`config.mk`:
```
export PLATFORM = sky130hd
export DESIGN_NAME = remote_response_frame_parser
export DESIGN_NICKNAME = d
export VERILOG_FILES = /design/src/design/rrfp_pkg.sv /design/src/design/rrfp_in_stage.sv /design/src/design/rrfp_core.sv /design/src/design/rrfp_out_stage.sv /design/src/design/remote_response_frame_parser.sv
export VERILOG_INCLUDE_DIRS = /design/src /design/src/design
export SDC_FILE = /design/constraint.sdc
export NUM_CORES = 1
export LEC_CHECK = 0
export ABC_AREA = 1
export BUFFER_PORTS_ARGS = -buffer_cell sky130_fd_sc_hd__buf_2
export CAP_MARGIN = 40
export CORE_MARGIN = 5
export CORE_UTILIZATION = 50
export CTS_CLUSTER_DIAMETER = 80
export DETAILED_ROUTE_END_ITERATION = 8
export GPL_TIMING_DRIVEN = 0
export PLACE_DENSITY = 0.68
export SLEW_MARGIN = 20
export SYNTH_ARGS = -nofsm -noshare
export SYNTH_HDL_FRONTEND = slang
export SYNTH_SLANG_ARGS = --single-unit
```
`constraint.sdc`:
```
create_clock -name clk -period 9.3 [get_ports clk]
set_input_delay 2.79 -clock clk [delete_from_list [all_inputs] [get_ports clk]]
set_output_delay 2.79 -clock clk [all_outputs]
set_load 0.02 [all_outputs]
```
`src/design/remote_response_frame_parser_assert.svh`:
```
// assertion macros for the frame parser core
`ifndef REMOTE_RESPONSE_FRAME_PARSER_ASSERT_SVH
`define REMOTE_RESPONSE_FRAME_PARSER_ASSERT_SVH

// same-cycle implication, disabled during reset
`define RRFP_ASSERT_IMPL(label, clk, rst_n, ante, cons, msg) \
    label: assert property (@(posedge clk) disable iff (!rst_n) (ante) |-> (cons)) \
        else $error(msg);

// next-cycle implication, disabled during reset
`define RRFP_ASSERT_NEXT(label, clk, rst_n, ante, cons, msg) \
    label: assert property (@(posedge clk) disable iff (!rst_n) (ante) |=> (cons)) \
        else $error(msg);

`endif

```
`src/design/rrfp_pkg.sv`:
```
// types and constants for the remote response frame parser
package rrfp_pkg;

    localparam int unsigned POS_W = 7;

    localparam logic [7:0] DELIM          = 8'h7E;
    localparam logic [7:0] SUM_OK         = 8'hFF;
    localparam logic [7:0] STATUS_CODE_OK = 8'h00;
    localparam logic [7:0] STATUS_CODE_ERR = 8'h01;

    localparam logic [15:0] MIN_LEN = 16'd15;

    localparam logic [POS_W-1:0] POS_LEN_HI     = 7'd1;
    localparam logic [POS_W-1:0] POS_LEN_LO     = 7'd2;
    localparam logic [POS_W-1:0] POS_BODY_START = 7'd3;
    localparam logic [POS_W-1:0] POS_ADDR_FIRST = 7'd5;
    localparam logic [POS_W-1:0] POS_ADDR_LAST  = 7'd12;
    localparam logic [POS_W-1:0] POS_CMD_HI     = 7'd15;
    localparam logic [POS_W-1:0] POS_CMD_LO     = 7'd16;
    localparam logic [POS_W-1:0] POS_STATUS     = 7'd17;
    localparam logic [POS_W-1:0] POS_DATA       = 7'd18;

    typedef enum logic [1:0] {
        STATUS_OK      = 2'd0,
        STATUS_ERROR   = 2'd1,
        STATUS_UNKNOWN = 2'd2
    } status_class_t;

    typedef struct packed {
        logic [7:0]    data_byte;
        logic          last;
        logic [15:0]   frame_length;
        logic [63:0]   source_address;
        logic [15:0]   command_code;
        status_class_t status_class;
        logic          checksum_ok;
        logic          length_error;
    } result_t;

    function automatic status_class_t classify_status(input logic [7:0] status);
        status_class_t cls;
        if (status == STATUS_CODE_OK)
        begin
            cls = STATUS_OK;
        end
        else if (status == STATUS_CODE_ERR)
        begin
            cls = STATUS_ERROR;
        end
        else
        begin
            cls = STATUS_UNKNOWN;
        end
        return cls;
    endfunction

endpackage

```
`src/design/rrfp_in_stage.sv`:
```
// input register stage holding one received byte
module rrfp_in_stage (
    input  logic       clk,
    input  logic       rst_n,
    input  logic [7:0] rx_byte,
    input  logic       in_valid,
    output logic       in_ready,
    input  logic       advance,
    output logic       s1_valid,
    output logic [7:0] s1_byte
);

    logic       valid_reg;
    logic       valid_next;
    logic [7:0] byte_reg;

    assign in_ready = !valid_reg || advance;
    assign s1_valid = valid_reg;
    assign s1_byte  = byte_reg;

    always_comb
    begin
        valid_next = valid_reg;
        if (in_valid && in_ready)
        begin
            valid_next = 1'b1;
        end
        else if (advance)
        begin
            valid_next = 1'b0;
        end
    end

    always_ff @(posedge clk or negedge rst_n)
    begin
        if (!rst_n)
        begin
            valid_reg <= 1'b0;
        end
        else
        begin
            valid_reg <= valid_next;
        end
    end

    always_ff @(posedge clk)
    begin
        if (in_valid && in_ready)
        begin
            byte_reg <= rx_byte;
        end
    end

endmodule

```
`src/design/rrfp_core.sv`:
```
// frame state and per-byte parse logic
`include "remote_response_frame_parser_assert.svh"

module rrfp_core #(
    parameter int unsigned MAX_FRAME_BYTES = 128
) (
    input  logic             clk,
    input  logic             rst_n,
    input  logic             step,
    input  logic [7:0]       byte_in,
    output logic             res_valid,
    output rrfp_pkg::result_t res
);

    localparam logic [15:0] LEN_MAX = 16'(MAX_FRAME_BYTES - 4);

    logic                      in_frame_reg;
    logic                      in_frame_next;
    logic [rrfp_pkg::POS_W-1:0] pos_reg;
    logic [rrfp_pkg::POS_W-1:0] pos_next;
    logic [15:0]               length_reg;
    logic [15:0]               length_next;
    logic [7:0]                sum_reg;
    logic [7:0]                sum_next;
    logic [63:0]               addr_reg;
    logic [63:0]               addr_next;
    logic [15:0]               cmd_reg;
    logic [15:0]               cmd_next;
    logic [7:0]                status_reg;
    logic [7:0]                status_next;

    logic [15:0] len_full;
    logic        len_bad;
    logic [7:0]  sum_new;
    logic        at_checksum;

    assign len_full    = {length_reg[15:8], byte_in};
    assign len_bad     = (len_full < rrfp_pkg::MIN_LEN) || (len_full > LEN_MAX);
    assign sum_new     = sum_reg + byte_in;
    // length is at most MAX_FRAME_BYTES - 4 (124 by default) once past the header check
    assign at_checksum = ({1'b0, pos_reg} == (length_reg[7:0] + 8'd3));

    always_comb
    begin
        in_frame_next = in_frame_reg;
        pos_next      = pos_reg;
        length_next   = length_reg;
        sum_next      = sum_reg;
        addr_next     = addr_reg;
        cmd_next      = cmd_reg;
        status_next   = status_reg;
        res_valid     = 1'b0;
        res           = '0;

        if (step)
        begin
            if (!in_frame_reg)
            begin
                if (byte_in == rrfp_pkg::DELIM)
                begin
                    in_frame_next = 1'b1;
                    pos_next      = rrfp_pkg::POS_LEN_HI;
                    length_next   = '0;
                    sum_next      = '0;
                    addr_next     = '0;
                    cmd_next      = '0;
                    status_next   = '0;
                end
            end
            else if (pos_reg == rrfp_pkg::POS_LEN_HI)
            begin
                length_next = {byte_in, 8'h00};
                pos_next    = rrfp_pkg::POS_LEN_LO;
            end
            else if (pos_reg == rrfp_pkg::POS_LEN_LO)
            begin
                if (len_bad)
                begin
                    // length summary, then back to hunting
                    res_valid          = 1'b1;
                    res.last           = 1'b1;
                    res.frame_length   = len_full;
                    res.length_error   = 1'b1;
                    in_frame_next      = 1'b0;
                    pos_next           = '0;
                    length_next        = '0;
                    sum_next           = '0;
                    addr_next          = '0;
                    cmd_next           = '0;
                    status_next        = '0;
                end
                else
                begin
                    length_next = len_full;
                    pos_next    = rrfp_pkg::POS_BODY_START;
                end
            end
            else
            begin
                sum_next = sum_new;
                if (at_checksum)
                begin
                    res_valid          = 1'b1;
                    res.last           = 1'b1;
                    res.frame_length   = length_reg;
                    res.source_address = addr_reg;
                    res.command_code   = cmd_reg;
                    res.status_class   = rrfp_pkg::classify_status(status_reg);
                    res.checksum_ok    = (sum_new == rrfp_pkg::SUM_OK);
                    in_frame_next      = 1'b0;
                    pos_next           = '0;
                    length_next        = '0;
                    sum_next           = '0;
                    addr_next          = '0;
                    cmd_next           = '0;
                    status_next        = '0;
                end
                else
                begin
                    pos_next = pos_reg + 1'b1;
                    if ((pos_reg >= rrfp_pkg::POS_ADDR_FIRST) &&
                        (pos_reg <= rrfp_pkg::POS_ADDR_LAST))
                    begin
                        addr_next = {addr_reg[55:0], byte_in};
                    end
                    else if (pos_reg == rrfp_pkg::POS_CMD_HI)
                    begin
                        cmd_next = {byte_in, 8'h00};
                    end
                    else if (pos_reg == rrfp_pkg::POS_CMD_LO)
                    begin
                        cmd_next = {cmd_reg[15:8], byte_in};
                    end
                    else if (pos_reg == rrfp_pkg::POS_STATUS)
                    begin
                        status_next = byte_in;
                    end
                    else if (pos_reg >= rrfp_pkg::POS_DATA)
                    begin
                        res_valid     = 1'b1;
                        res.data_byte = byte_in;
                    end
                end
            end
        end
    end

    always_ff @(posedge clk or negedge rst_n)
    begin
        if (!rst_n)
        begin
            in_frame_reg <= 1'b0;
            pos_reg      <= '0;
            length_reg   <= '0;
            sum_reg      <= '0;
            addr_reg     <= '0;
            cmd_reg      <= '0;
            status_reg   <= '0;
        end
        else
        begin
            in_frame_reg <= in_frame_next;
            pos_reg      <= pos_next;
            length_reg   <= length_next;
            sum_reg      <= sum_next;
            addr_reg     <= addr_next;
            cmd_reg      <= cmd_next;
            status_reg   <= status_next;
        end
    end

    `RRFP_ASSERT_IMPL(a_hunt_pos_zero, clk, rst_n, !in_frame_reg, pos_reg == '0,
        "position not cleared while hunting")
    `RRFP_ASSERT_IMPL(a_summary_no_data, clk, rst_n, res_valid && res.last,
        res.data_byte == 8'h00, "summary carries a data byte")
    `RRFP_ASSERT_IMPL(a_len_err_clean, clk, rst_n, res_valid && res.length_error,
        res.last && (res.source_address == 64'h0) && !res.checksum_ok,
        "length error summary has stray fields")
    `RRFP_ASSERT_NEXT(a_summary_ends_frame, clk, rst_n, step && res_valid && res.last,
        !in_frame_reg, "frame still open after summary")

endmodule

```
`src/design/rrfp_out_stage.sv`:
```
// result register between the parser and the output channel
module rrfp_out_stage (
    input  logic              clk,
    input  logic              rst_n,
    input  logic              load,
    input  rrfp_pkg::result_t res_in,
    output logic              slot_free,
    output logic              out_valid,
    input  logic              out_ready,
    output rrfp_pkg::result_t res_out
);

    logic              valid_reg;
    logic              valid_next;
    rrfp_pkg::result_t res_reg;

    assign slot_free = !valid_reg || out_ready;
    assign out_valid = valid_reg;
    assign res_out   = res_reg;

    always_comb
    begin
        valid_next = valid_reg;
        if (load)
        begin
            valid_next = 1'b1;
        end
        else if (out_ready)
        begin
            valid_next = 1'b0;
        end
    end

    always_ff @(posedge clk or negedge rst_n)
    begin
        if (!rst_n)
        begin
            valid_reg <= 1'b0;
        end
        else
        begin
            valid_reg <= valid_next;
        end
    end

    always_ff @(posedge clk)
    begin
        if (load)
        begin
            res_reg <= res_in;
        end
    end

endmodule

```
`src/design/remote_response_frame_parser.sv`:
```
// top level of the remote command response frame parser
// a byte accepted into the input register is parsed into the result register once the result slot is free
// throughput: one byte per cycle while the output channel is ready; the combinational byte parse and 8-bit sum allow it
// a byte that yields no transaction still moves through the input register
// reset: rst_n asynchronous active low, parser hunts for the delimiter, both stages empty
module remote_response_frame_parser #(
    parameter int unsigned MAX_FRAME_BYTES = 128
) (
    input  logic        clk,
    input  logic        rst_n,
    input  logic [7:0]  rx_byte,
    input  logic        in_valid,
    output logic        in_ready,
    output logic        out_valid,
    input  logic        out_ready,
    output logic [7:0]  data_byte,
    output logic        last,
    output logic [15:0] frame_length,
    output logic [63:0] source_address,
    output logic [15:0] command_code,
    output logic [1:0]  status_class,
    output logic        checksum_ok,
    output logic        length_error
);

    // stage one holds the received byte
    logic       s1_valid;
    logic [7:0] s1_byte;

    // the byte in stage one is parsed when the result slot can take its outcome
    logic slot_free;
    logic advance;

    logic              res_valid;
    rrfp_pkg::result_t res;
    rrfp_pkg::result_t res_out;

    assign advance = s1_valid && slot_free;

    rrfp_in_stage u_in_stage (
        .clk      (clk),
        .rst_n    (rst_n),
        .rx_byte  (rx_byte),
        .in_valid (in_valid),
        .in_ready (in_ready),
        .advance  (advance),
        .s1_valid (s1_valid),
        .s1_byte  (s1_byte)
    );

    // frame position, header capture and running checksum
    rrfp_core #(
        .MAX_FRAME_BYTES (MAX_FRAME_BYTES)
    ) u_core (
        .clk       (clk),
        .rst_n     (rst_n),
        .step      (advance),
        .byte_in   (s1_byte),
        .res_valid (res_valid),
        .res       (res)
    );

    // only data bytes and summaries become output transactions
    rrfp_out_stage u_out_stage (
        .clk       (clk),
        .rst_n     (rst_n),
        .load      (advance && res_valid),
        .res_in    (res),
        .slot_free (slot_free),
        .out_valid (out_valid),
        .out_ready (out_ready),
        .res_out   (res_out)
    );

    assign data_byte      = res_out.data_byte;
    assign last           = res_out.last;
    assign frame_length   = res_out.frame_length;
    assign source_address = res_out.source_address;
    assign command_code   = res_out.command_code;
    assign status_class   = res_out.status_class;
    assign checksum_ok    = res_out.checksum_ok;
    assign length_error   = res_out.length_error;

endmodule

```
==> out/metrics.csv <==
stage,metric,value,unit
outcome,run_status,"complete, no violations",
logic_synthesis,synthesized_area_per_cell,9.66,µm²
routing,postRouteWirelength,23.0,mm
routing,detail_route.drc_violations,0,
setup_path,cp-start-kind,primary input,
place,port-buffer-count,122,
setup_path,rr_endpoint,u_out_stage.res_out[79],
clock_network,clkLatencyLatePin,510,ps
setup_path,cp_max_fanout,3,
logic_synthesis,synth_top_area_share,33.8,%
timing,worst_pin_slew,762,ps
routing,dr_total_vias,7604,
timing,final_max_slew_viol_count,0,
die,floorplan.rows,52,
clock_network,postCtsSetupRepairBufs,0,
layout,postLayoutCellArea,12300,µm²
clock_network,htree_levels,1,
clock_network,cts.sink_count,239,
die,chipHeight,154,µm
min_path,min_delay_path_depth,2,
layout,post_layout_utilization_of_the_core,60.4,%
timing,setup_tns,0,ps
global_routing,first_global_vias,7522,
layout,area_growth,18.3,%
setup_path,worstPathArrival,3220,ps
timing,achievable-frequency,0.166,GHz
layout,largest_reg_flops,109,
routing,wire_per_inst,15.2,µm
logic_synthesis,netlist_top_cells_area,"sky130_fd_sc_hd__edfxtp_1 (34%), sky130_fd_sc_hd__dfrtp_1 (29%), sky130_fd_sc_hd__nand2_1 (9.7%)",
logic_synthesis,yosysWarningCount,0,
clock_network,worst_setup_hold_path_clk_slew,60,ps
setup_path,crit_path_cell_trace,buf_2 > inv_1 > nand3_1 > buf_2,
logic_synthesis,synth.cell_area,10400,µm²
clock_network,cts_tree,done,
place,placedInstanceArea,11400,µm²
clock_network,clock_tree.buffer_depth,3,
clock_network,cts_resized,0,
setup_path,critPathRequiredTime,6510,ps
run,number_of_violations_of_the_max_capacitance_limit,0,
global_routing,grt_remaining_overflow,0,
layout,final_layout_size_suffix_gt1_share,18.1,%
layout,layout_commonest_cell,sky130_fd_sc_hd__nand2_1,
logic_synthesis,ys_types,38,
min_path,hp-start,u_core.cmd_reg[8],
timing,min_period_over_period,64.6,%
setup_path,timing.critical_path.from,out_ready,
routing,drtAntennaViolNets,0,
setup_path,cp_top_family,buffers and inverters,
setup_path,worst-path-stages,4,
routing,dr.first_iter.drc_count,520,
global_routing,antenna_found_initial,0,
timing,holdWs,487,ps
logic_synthesis,postSynthNetCount,1101,
die,floorplan.initialDensity,51.1,%
clock_network,cts_hold_buf,0,
place,routability_cong,0.924,
min_path,hold_path_end,u_core.cmd_reg[8],
logic_synthesis,yosys_register_bits,239,
pwr,p_per_cell_area,291,nW/µm²
timing,fin_crit,6010,ps
pwr,ir_drop,165,µV
timing,setup-violations-final,0,
place,dpl_cells,1470,
timing,final_hold_violating_endpoints,0,
routing,detailedRoute.firstPassIterationCount,5,
die,top_level_ports,123,
setup_path,crit_top_cell,sky130_fd_sc_hd__buf_2,
die,die_w,154,µm
min_path,min_path_type,reg -> reg,
setup_path,critical_path_class,in -> out,
die,core_region_area,20400,µm²
layout,stdcell_count,1516,
global_routing,total_track_usage,19.4,%
setup_path,worstSetupEndpointType,output port,
timing,max-slew-margin-rel,49.2,%
place,dpl.hpwl,16.3,mm
layout,nets,1252,
logic_synthesis,synth_cells,1076,
clock_network,cts-root-buf,sky130_fd_sc_hd__clkbuf_16,
routing,detail_route.vias_per_cell,5.02,
setup_path,worstPathBufferInverterCount,3,
logic_synthesis,synth_seq_area_share,63.1,%
layout,diodes,0,
setup_path,r2r_cells,14,
setup_path,worst_path_max_delay_cell,sky130_fd_sc_hd__buf_2,
layout,final_cell_mix,"sky130_fd_sc_hd__nand2_1 (267), sky130_fd_sc_hd__nor2_1 (147), sky130_fd_sc_hd__buf_2 (135)",
setup_path,r2r_start,u_core.length_reg[0],
timing,grt_setup_unrepaired,false,
clock_network,clock_buffers_created_by_tritoncts,25,
timing,fin_skew,9.19,ps
global_routing,wire_length_of_the_first_global_routing_pass,37.8,mm
die,die_area,23800,µm²
global_routing,grt_max_degree,83,
logic_synthesis,largest_area_contributor_in_the_netlist,sky130_fd_sc_hd__edfxtp_1,
pwr,p_leak,5.09,nW
setup_path,rrSetupSlack,5830,ps
setup_path,slowest_delay,180,ps
worst max path at each step:
| stage | endpoint | slack [ps] |
|---|---|---|
| 2_1_floorplan | u_out_stage.res_out[0] | 2990 |
| 3_3_place_gp | u_out_stage.res_out[89] | 1640 |
| 3_5_place_dp | in_ready | 3290 |
| 4_1_cts | in_ready | 3290 |
| 5_1_grt | in_ready | 3230 |
| 6_report | in_ready | 3290 |
where the power goes:
| part | switching (mW) | total [mW] | internal, mW |
|---|---|---|---|
| Combinational | 0.728 | 1.06 | 0.327 |
| Clock | 0.401 | 1.05 | 0.650 |
| Sequential | 0.134 | 1.48 | 1.34 |
| Total | 1.26 | 3.58 | 2.32 |
cell families after synthesis:
group | after synthesis | share of synthesized area (%)
AOI/OAI and AO/OA | 138 | 7.10
xor gates and xnor gates | 12 | 1.01
adders and majority gates | 13 | 1.64
buffers and inverters | 178 | 7.21
DFF | 239 | 63.1
and+or+nand+nor | 496 | 19.9
synthesized netlist by cell type, drive strengths merged:
library cell  instances
a21oi                14
a22oi                 2
a31oi                 2
buf                  30
clkbuf                8
clkinv                1
dfrtp               122
edfxtp              117
fa                    1
ha                   12
inv                 139
nand2               272
nand3                43
nand4                18
nor2                153
nor3                  6
nor4                  3
o211ai                1
o21ai               107
o21bai                1
o22ai                10
o311ai                1
or2                   1
xnor2                 5
xor2                  7
worst reg2reg max path, cell delays in order, from the launching register on:
cell and delay [ps]:
sky130_fd_sc_hd__dfrtp_1 420, sky130_fd_sc_hd__inv_1 100, sky130_fd_sc_hd__ha_1 240, sky130_fd_sc_hd__nor2_1 160, sky130_fd_sc_hd__nand2_1 110, sky130_fd_sc_hd__nand2_1 80
sky130_fd_sc_hd__nand2_1 50, sky130_fd_sc_hd__a21oi_1 150, sky130_fd_sc_hd__nand3_2 190, sky130_fd_sc_hd__nand2_2 140, sky130_fd_sc_hd__nand2_1 70, sky130_fd_sc_hd__nor2_1 310
sky130_fd_sc_hd__inv_2 180, sky130_fd_sc_hd__nand2_4 580, sky130_fd_sc_hd__buf_16 330
area by class of cell:
cell class	count	area (µm²)
plain buffers	38	224
fillers	1778	8060
well taps	270	338
repair buffers	124	672
flip-flops and latches	239	6570
inverters	140	526
multi-input cells	659	3090
clock buffers	29	661
clock inverters	17	226
layer usage:
metal | share of wire (%) | vias to the layer above | track usage, %
li1 | - | 3792 | -
met1 | 44 | 3520 | 26.5
met2 | 47 | 252 | 32.9
met3 | 6.8 | 40 | 2.79
met4 | 2.3 | 0 | 5.00
met5 | 0 | - | 0
per-stage QoR:
stage	worst slack [ps]	total power, mW
2_1_floorplan	2990	2.24
3_3_place_gp	1640	2.54
3_5_place_dp	3290	2.55
4_1_cts	3290	3.61
5_1_grt	3230	3.80
6_report	3290	3.58
No activity file was read; power rests on OpenSTA's default activity.
